**src/hdl/mtrg_pkg.sv**
```systemverilog
// ----------------------------------------------------------------------------
// mtrg_pkg: shared constants, types and functions
// Word widths, MT19937 constants, feed control struct, twist and temper logic.
// ----------------------------------------------------------------------------
`timescale 1ns / 1ps
`default_nettype none

package mtrg_pkg;

  localparam int WORD_W        = 32;
  localparam int STATE_WORDS   = 624;
  localparam int MIDDLE_OFFSET = 397;
  localparam int CNT_W         = $clog2(STATE_WORDS);

  localparam logic [WORD_W-1:0] INIT_MULT    = 32'd1812433253;
  localparam logic [WORD_W-1:0] TWIST_MATRIX = 32'h9908_b0df;
  localparam logic [WORD_W-1:0] TEMPER_B     = 32'h9D2C_5680;
  localparam logic [WORD_W-1:0] TEMPER_C     = 32'hEFC6_0000;

  // Command codes on the input word
  localparam logic CMD_SEED = 1'b0;
  localparam logic CMD_DRAW = 1'b1;

  // Source of the word pushed into the tail of the cell row
  localparam logic [1:0] FEED_TWIST = 2'd0;
  localparam logic [1:0] FEED_SEED  = 2'd1;
  localparam logic [1:0] FEED_INIT  = 2'd2;

  typedef struct packed {
    logic [1:0]       sel;
    logic [CNT_W-1:0] fill_idx;
  } feed_ctrl_t;

  function automatic logic [WORD_W-1:0] twist_word(
    input logic [WORD_W-1:0] upper,
    input logic [WORD_W-1:0] lower,
    input logic [WORD_W-1:0] mid
  );
    logic [WORD_W-1:0] joined;
    logic [WORD_W-1:0] mixed;
    joined = {upper[WORD_W-1], lower[WORD_W-2:0]};
    mixed  = joined >> 1;
    if (joined[0]) begin
      mixed = mixed ^ TWIST_MATRIX;
    end
    return mid ^ mixed;
  endfunction

  function automatic logic [WORD_W-1:0] temper(input logic [WORD_W-1:0] w);
    logic [WORD_W-1:0] y;
    y = w;
    y = y ^ (y >> 11);
    y = y ^ ((y << 7) & TEMPER_B);
    y = y ^ ((y << 15) & TEMPER_C);
    y = y ^ (y >> 18);
    return y;
  endfunction

endpackage

`default_nettype wire

```
**src/hdl/mtrg_cell.sv**
```systemverilog
// ----------------------------------------------------------------------------
// mtrg_cell: one state word of the twister row
// Takes the word of its right neighbor whenever the row advances.
// ----------------------------------------------------------------------------
`timescale 1ns / 1ps
`default_nettype none

module mtrg_cell (
  input  wire logic                        clk,
  input  wire logic                        shift_en,
  input  wire logic [mtrg_pkg::WORD_W-1:0] word_in,
  output logic      [mtrg_pkg::WORD_W-1:0] word_out
);
  import mtrg_pkg::*;

  logic [WORD_W-1:0] word_r;

  always_ff @(posedge clk) begin
    if (shift_en) begin
      word_r <= word_in;
    end
  end

  assign word_out = word_r;

endmodule

`default_nettype wire

```
**config.mk**
```make
export PLATFORM = sky130hd
export DESIGN_NAME = mtrg_cell
export DESIGN_NICKNAME = d
export VERILOG_FILES = /design/src/hdl/mtrg_pkg.sv /design/src/hdl/mtrg_cell.sv
export SDC_FILE = /design/constraint.sdc
export NUM_CORES = 1
export LEC_CHECK = 0
export ABC_AREA = 1
export BUFFER_PORTS_ARGS = -buffer_cell sky130_fd_sc_hd__buf_4
export CAP_MARGIN = 20
export CORE_UTILIZATION = 40
export CTS_CLUSTER_DIAMETER = 60
export DETAILED_ROUTE_END_ITERATION = 10
export PLACE_DENSITY_LB_ADDON = 0.3
export SKIP_CTS_REPAIR_TIMING = 1
export SLEW_MARGIN = 20
export SYNTH_ARGS = -nofsm -noshare
export SYNTH_HDL_FRONTEND = slang
export SYNTH_SLANG_ARGS = --single-unit
export TNS_END_PERCENT = 50
```
**constraint.sdc**
```tcl
create_clock -name clk -period 1.1 [get_ports clk]
set_clock_uncertainty 0.1 [all_clocks]
set_input_delay 0.11 -clock clk [delete_from_list [all_inputs] [get_ports clk]]
set_output_delay 0.11 -clock clk [all_outputs]
set_load 0.1 [all_outputs]
```
==> run summary <==
fmax = 828.0 MHz
sequential share of the synthesized area = 1.000
WP buf/inv = 1
CP Cell Sequence = buf_6
Cell Pwr Density = 1736 nW/um^2
commonest non-fill, non-tap cells in the layout = 33 x buf_4, 32 x dlygate4sd3_1, 32 x edfxtp_1
fraction of met3 tracks used by global routing = 0.05655
CTS tree = built
Fin. Hold Viols = 0
max reg flops = 32
clock tree buffer depth = 2
critical path's largest stage delay = 0.45 ns
commonest non-fill, non-tap cell in the layout = buf_4
Congestion Overflow GR = 0
Synth Cell Area = 960.9 um^2
Remaining DRCs = 0
Top Ports = 66
Gate power share = 0.320
multi-input logic area = 0 um^2
setup ws final = -0.1077 ns
Lkg Pwr = 0.0008406 uW
CTS H-tree depth = 2
Rel. slew slack = 0.7363
Layout Nets = 170
GPL Wtd Cong = 0.7241
Hold Worst Slack = 0.1279 ns
num rows = 17
Power Total = 3477 uW
drt first pass iters = 4
Post-Route WL = 3113 um
RSZ-0062 raised after global routing = true
worst path arrival time = 1.00 ns
Synth-to-Final Area Change = 108.5%
first-pass GRT wire length = 2415 um
die area = 2603 um^2
TritonCTS sink count = 32
outcome = finished, violations left
DR vias/cell = 4.564
Cell variety after synth = 1
IO Port Bufs = 65
number of global-route vias before repair = 545
number of synthesized register bits = 32
switching fraction of total power = 0.3565
type of the worst min-delay path = in2reg
busiest grt layer = met2
violated checks = negative setup slack
initial core utilization = 0.4303
Net Count, Synth = 66
clk root buf = clkbuf_4
Critical Path End = word_out[24]
WL per Instance = 18.87 um
peak supply drop = 0.001517 V
CTS buffer count = 5
Synth area leaders = edfxtp_1 100%
clock power share = 0.248
Synth Warn # = 0
Cell Int Power = 2238 uW
register share of total power = 0.433
Least-Margin Pin Slew = 0.3956 ns
antenna cells = 0
width of the die = 51.02 um
largest net degree at the start of global routing = 33
Die Ht = 51.02 um
Setup crit end kind = output port
Worst-path clk slew = 0.10 ns
CP max stage cell = edfxtp_1
Crit path max-delay family = flip-flops
first-iteration detailed-routing DRC count = 14
NetSw = 1240 uW
Post-Synthesis Cells = 32
Yosys top cell area share = 1.000
Total GRT Usage = 0.1400
Multi-Input Combinational = 0
Critical Path Start = word_out[24]$_DFFE_PP_
syn_area_per_cell = 30.03 um^2
WP data required = 0.89 ns
WP depth = 1
layout cell share with drive strength beyond 1 = 0.5182
ANT nets after route = 0
M2 GR Usage = 0.2544
antenna violations before repair = 0
setup violators final = 32
WS Path Type = reg2out
max_cap viols = 0
fin. max-slew vios = 0
core box area = 2233 um^2
Worst setup SP type = flop
largest fanout on the critical path = 1
DR vias = 753
routing usage on met1 = 0.1296
Final Cycle Share = 1.098
minimum clock period = 1.208 ns
Yosys top cell by area = edfxtp_1
## cell usage after synthesis
cell type  instances
edfxtp_1          32
## layout make-up
class,count,area [um^2]
clock buffer,5,37.54
clock inverter,3,37.54
fill,85,230.2
sequential,32,960.9
tap,28,35.03
timing repair buffer,97,932.1
## how the worst min path moves through the flow
stage | start | endpoint | cells past startpoint | slack [ns]
floorplan | word_in[0] | word_out[0]$_DFFE_PP_ | 0 | 0.11
detailed placement | word_in[15] | word_out[15]$_DFFE_PP_ | 1 | 0.19
global route | shift_en | word_out[12]$_DFFE_PP_ | 1 | 0.11
CTS | word_in[16] | word_out[16]$_DFFE_PP_ | 1 | -0.15
finish | shift_en | word_out[10]$_DFFE_PP_ | 1 | 0.13
global placement | word_in[10] | word_out[10]$_DFFE_PP_ | 1 | 0.19
## per-stage QoR
stage                     area, um^2  setup WS, ns  std cells  TNS [ns]  utilization
final                           2003       -0.1077        165    -1.455       0.8969
after global routing            2003       -0.1510        165    -2.662       0.8969
after CTS                       1559      -0.08931        133    -2.055       0.6980
after detailed placement        1484        0.1813        125         0       0.6644
after global placement          1484        0.2091        125         0       0.6644
after floorplan                960.9      -0.01402         32   -0.4486            -
## power groups by stage
stage               Clock [uW]  Combinational [uW]  Sequential (uW)
CTS                        850                 942             1480
floorplan                    0                   0             2190
finish                     861                1110             1510
detailed placement           0                 942             1500
global route               928                1130             1510
global placement             0                 936             1500
## per-layer routing
| metal | up-vias | share of wire |
|---|---|---|
| li1 | 337 | - |
| met1 | 366 | 0.32 |
| met2 | 42 | 0.59 |
| met3 | 8 | 0.053 |
| met4 | 0 | 0.029 |
| met5 | - | 0 |
## cells by family after synthesis
kind of cell / after synthesis / synth area share
flops: 32 / 1.000
Note: power is estimated with default switching activity, not from simulation.
