File: src/hdl/mtrg_pkg.sv
// ----------------------------------------------------------------------------
// mtrg_pkg: shared constants, types and functions
// Word widths, MT19937 constants, feed control struct, twist and temper logic.
// ----------------------------------------------------------------------------
`timescale 1ns / 1ps
`default_nettype none

package mtrg_pkg;

  localparam int WORD_W        = 32;
  localparam int STATE_WORDS   = 624;
  localparam int MIDDLE_OFFSET = 397;
  localparam int CNT_W         = $clog2(STATE_WORDS);

  localparam logic [WORD_W-1:0] INIT_MULT    = 32'd1812433253;
  localparam logic [WORD_W-1:0] TWIST_MATRIX = 32'h9908_b0df;
  localparam logic [WORD_W-1:0] TEMPER_B     = 32'h9D2C_5680;
  localparam logic [WORD_W-1:0] TEMPER_C     = 32'hEFC6_0000;

  // Command codes on the input word
  localparam logic CMD_SEED = 1'b0;
  localparam logic CMD_DRAW = 1'b1;

  // Source of the word pushed into the tail of the cell row
  localparam logic [1:0] FEED_TWIST = 2'd0;
  localparam logic [1:0] FEED_SEED  = 2'd1;
  localparam logic [1:0] FEED_INIT  = 2'd2;

  typedef struct packed {
    logic [1:0]       sel;
    logic [CNT_W-1:0] fill_idx;
  } feed_ctrl_t;

  function automatic logic [WORD_W-1:0] twist_word(
    input logic [WORD_W-1:0] upper,
    input logic [WORD_W-1:0] lower,
    input logic [WORD_W-1:0] mid
  );
    logic [WORD_W-1:0] joined;
    logic [WORD_W-1:0] mixed;
    joined = {upper[WORD_W-1], lower[WORD_W-2:0]};
    mixed  = joined >> 1;
    if (joined[0]) begin
      mixed = mixed ^ TWIST_MATRIX;
    end
    return mid ^ mixed;
  endfunction

  function automatic logic [WORD_W-1:0] temper(input logic [WORD_W-1:0] w);
    logic [WORD_W-1:0] y;
    y = w;
    y = y ^ (y >> 11);
    y = y ^ ((y << 7) & TEMPER_B);
    y = y ^ ((y << 15) & TEMPER_C);
    y = y ^ (y >> 18);
    return y;
  endfunction

endpackage

`default_nettype wire

File: src/hdl/mtrg_feed.sv
// ----------------------------------------------------------------------------
// mtrg_feed: tail feed of the cell row
// Builds the next state word (seed, init recurrence or twist) and the tempered twist word.
// ----------------------------------------------------------------------------
`timescale 1ns / 1ps
`default_nettype none

module mtrg_feed (
  input  wire logic                        [mtrg_pkg::WORD_W-1:0] head_word,
  input  wire logic                        [mtrg_pkg::WORD_W-1:0] next_word,
  input  wire logic                        [mtrg_pkg::WORD_W-1:0] mid_word,
  input  wire logic                        [mtrg_pkg::WORD_W-1:0] tail_word,
  input  wire logic                        [mtrg_pkg::WORD_W-1:0] seed_value,
  input  wire mtrg_pkg::feed_ctrl_t                               ctrl,
  output logic                             [mtrg_pkg::WORD_W-1:0] new_word,
  output logic                             [mtrg_pkg::WORD_W-1:0] tempered_word
);
  import mtrg_pkg::*;

  logic [WORD_W-1:0] init_base;
  logic [WORD_W-1:0] init_prod;
  logic [WORD_W-1:0] init_word;
  logic [WORD_W-1:0] twisted;

  // Init recurrence: low word of the product, plus the word number
  assign init_base = tail_word ^ (tail_word >> 30);
  assign init_prod = init_base * INIT_MULT;
  assign init_word = init_prod + WORD_W'(ctrl.fill_idx);

  assign twisted = twist_word(head_word, next_word, mid_word);

  always_comb begin
    unique case (ctrl.sel)
      FEED_SEED: new_word = seed_value;
      FEED_INIT: new_word = init_word;
      default:   new_word = twisted;
    endcase
  end

  assign tempered_word = temper(twisted);

endmodule

`default_nettype wire

File: config.mk
export PLATFORM = sky130hd
export DESIGN_NAME = mtrg_feed
export DESIGN_NICKNAME = d
export VERILOG_FILES = /design/src/hdl/mtrg_pkg.sv /design/src/hdl/mtrg_feed.sv
export SDC_FILE = /design/constraint.sdc
export NUM_CORES = 1
export LEC_CHECK = 0
export BUFFER_PORTS_ARGS = -buffer_cell sky130_fd_sc_hd__buf_2
export CORE_MARGIN = 5
export CORE_UTILIZATION = 34
export DETAILED_ROUTE_END_ITERATION = 10
export PLACE_DENSITY = 0.68
export SYNTH_ARGS = -nofsm -noshare
export SYNTH_HDL_FRONTEND = slang
export SYNTH_SLANG_ARGS = --single-unit
File: constraint.sdc
create_clock -name vclk -period 9.3
set_input_delay 1.86 -clock vclk [all_inputs]
set_output_delay 1.86 -clock vclk [all_outputs]
set_load 0.005 [all_outputs]
==> summary.md <==
| Metric | Value |
|---|---|
| Unrepaired setup endpoints after global routing | true |
| Area share of the leading cell type in the synthesized netlist | 30.8% |
| Wire length reported by the detailed router | between 30000 and 40000 µm |
| Floorplan core area | roughly 0.029 mm² |
| Top area cells in the synthesized netlist | fa_1 (31%), ha_1 (30%), inv_1 (10%), xnor2_1 (9.5%), xor2_1 (4.9%) |
| Post-placement worst setup slack | -645 ps |
| Overall die area | 0.0327 mm² |
| Cell Area, Synth | 0.00993 mm² |
| Final Cycle Share | 105% |
| First-iteration detailed-routing DRC count | between 200 and 250 |
| Final Net Count | between 1500 and 2000 |
| Die Ht | 181 µm |
| Grt met1 use | 22.2% |
| Number of antenna violations at the first check in global routing | 2 |
| GRT Max-Usage Layer | met2 |
| Ports | 236 |
| Count of warnings emitted by yosys | 0 |
| Total global routing overflow | 0 |
| Required time of the worst setup path | around 7400 ps |
| Met3 usage | 2.35% |
| Crit-path max FO | 4 |
| Final-layout clock buffer total | 0 |
| Share of layout cells above drive strength 1 | a little under a third |
| Critical path arrival | 7890 ps |
| Final worst setup slack | -451 ps |
| Syn nets | 1617 |
| Layout area overhead | 32.3% |
| CTS Hold Buffers Added | 0 |
| Global-route wire length before repair | 46900 µm |
| Total via count in the routed design | 8312 |
| Headroom to the max-slew limit | 50.6% |
| Residual DRC | 0 |
| Number of detailed-route iterations in the first pass | 6 |
| CP max stage delay | 520 ps |
| Fmax | between 100 and 150 MHz |
| Starting utilization of the core area | between 30% and 40% |
| Final critical-path required period | 9750 ps |
| Outcome | finished, violations left |
| Kind of end point of the critical path | output port |
| Kind of launch point of the worst setup path | primary input |
| Number of vias per cell | approximately 4.7 |
| Failing checks | negative setup slack |
| Overall Global Routing Usage | 17.7% |
| Horizontal die dimension | 181 µm |
| Ant. Diodes | 0 |
| Count of standard-cell rows | 62 |
| Slowest CP cell | fa_1 |
| Share of synthesized area occupied by flip-flops and latches | 0% |
| Reg area | 0 µm² |
| Number of port buffers | between 200 and 250 |
| Detailed placement HPWL | ~27000 µm |
| Number of pins with negative max-slew slack in the final report | 0 |
| Antenna Violating Nets Remaining | 0 |
| Vias in the first global route | approximately 8700 |
| Met2 Track Usage GR | 32.6% |
| Critical Path Most Common Cell | fa_1 |
| Largest net degree at the start of global routing | 64 |
| Worst min-delay path category | primary input to output port |
| Layout sequential cell count | 0 |
| Detail-routed net length per standard cell | between 15 and 20 µm |
| Post-Syn Area per Cell | 9.43 µm² |
| Routability cong. | 1.05 |
| Cell taking the most area after synthesis | fa_1 |
| Maximum Capacitance Violations | 0 |
| Number of instances in the synthesized netlist | 1053 |
| Slew at the pin closest to its max-slew limit | around 740 ps |
| Final Hold Violating Endpoints | 0 |
| Post-synth cell types | 58 |
| Critical path start-end classification | primary input to output port |
| Setup-failing EPs final | 11 |
-- stage by stage --
stage	std cells	hold slack [ps]	setup TNS, ps	instance area, µm²	utilization, %
finish	1750	4090	-2900	13100	45.7
global route	1750	4100	-5650	13100	45.7
CTS	1744	4090	-3010	12800	44.5
detailed placement	1745	4090	-6670	12400	43.0
global placement	1745	4070	-5730	12400	43.0
floorplan	1053	3880	-297	10000	-
-- what timing repair did --
| action | in CTS | in global routing |
|---|---|---|
| pin swaps | 44 | 43 |
| hold endpoints to repair | 0 | 0 |
| resized for setup | 77 | 57 |
| endpoints found under the setup margin | 17 | 18 |
| setup buffers | 4 | 9 |
-- cells by family (layout without fill, tap and decap cells) --
family	count (synthesis)	after routing	synth area share [%]
simple gates	76	76	3.83
mux	1	1	0.113
fa+ha+maj	392	392	60.9
xor+xnor	164	164	14.5
buf+inv	286	599	10.8
compound gates	134	134	9.81
-- worst max-delay path: cells and delay by family --
family                   cells  cell delay, ps
buffers and inverters        6             430
adder cells (fa/ha/maj)      9            3200
AO/OA/AOI/OAI                5            1230
XOR/XNOR                     3             660
AND/OR/NAND/NOR              3             510
-- routing by layer --
| layer | routed length (µm) | share of wire [%] | vias up |
|---|---|---|---|
| met1 | 12600 | 42 | 4010 |
| met3 | 1650 | 5.5 | 36 |
| met2 | 15200 | 50 | 255 |
| met5 | 40 | 0.13 | - |
| met4 | 762 | 2.5 | 4 |
| li1 | - | - | 4007 |
-- Yosys cell counts, drive strengths merged (2+ instances only) --
library cell and count:
nor4b 2, a31oi 4, ha 239, a221oi 16
nand2b 6, a22oi 3, inv 268, o21bai 7
nand4 2, a32oi 3, nand3 3, o31ai 4
o41ai 2, nor3 5, clkbuf 15, o21ai 20
and3 3, nor2 19, a221o 2, o21a 6
a21oi 37, buf 3, nand2 25, nor2b 4
xnor2 108, fa 153, a211oi 5, o221ai 6
xor2 56, a21o 7
-- worst paths after layout --
path     startpoint           end  slack (ps)  cells past startpoint
max    tail_word[0]  new_word[29]        -450                     26
min   seed_value[0]   new_word[0]        4090                      4
-- layout make-up --
| type | instances | area (µm²) |
|---|---|---|
| Inverter | 268 | 1010 |
| Timing Repair Buffer | 331 | 2100 |
| Fill cell | 2703 | 15600 |
| Tap cell | 384 | 480 |
| Multi-Input combinational cell | 767 | 9560 |
-- layout by cell type, fill, tap and decap left out, types with 16 or more instances in the layout --
| cell | n |
|---|---|
| inv_1 | 258 |
| ha_1 | 213 |
| buf_2 | 193 |
| fa_1 | 152 |
| buf_4 | 118 |
| xnor2_1 | 103 |
| xor2_1 | 50 |
| a21oi_1 | 33 |
| nand2_1 | 24 |
| ha_4 | 20 |
| buf_6 | 17 |
| nor2_1 | 16 |
Power is left out: the tool's default activity adds up to more than one toggle a clock period on the data nets, which glitch-free logic cannot reach.
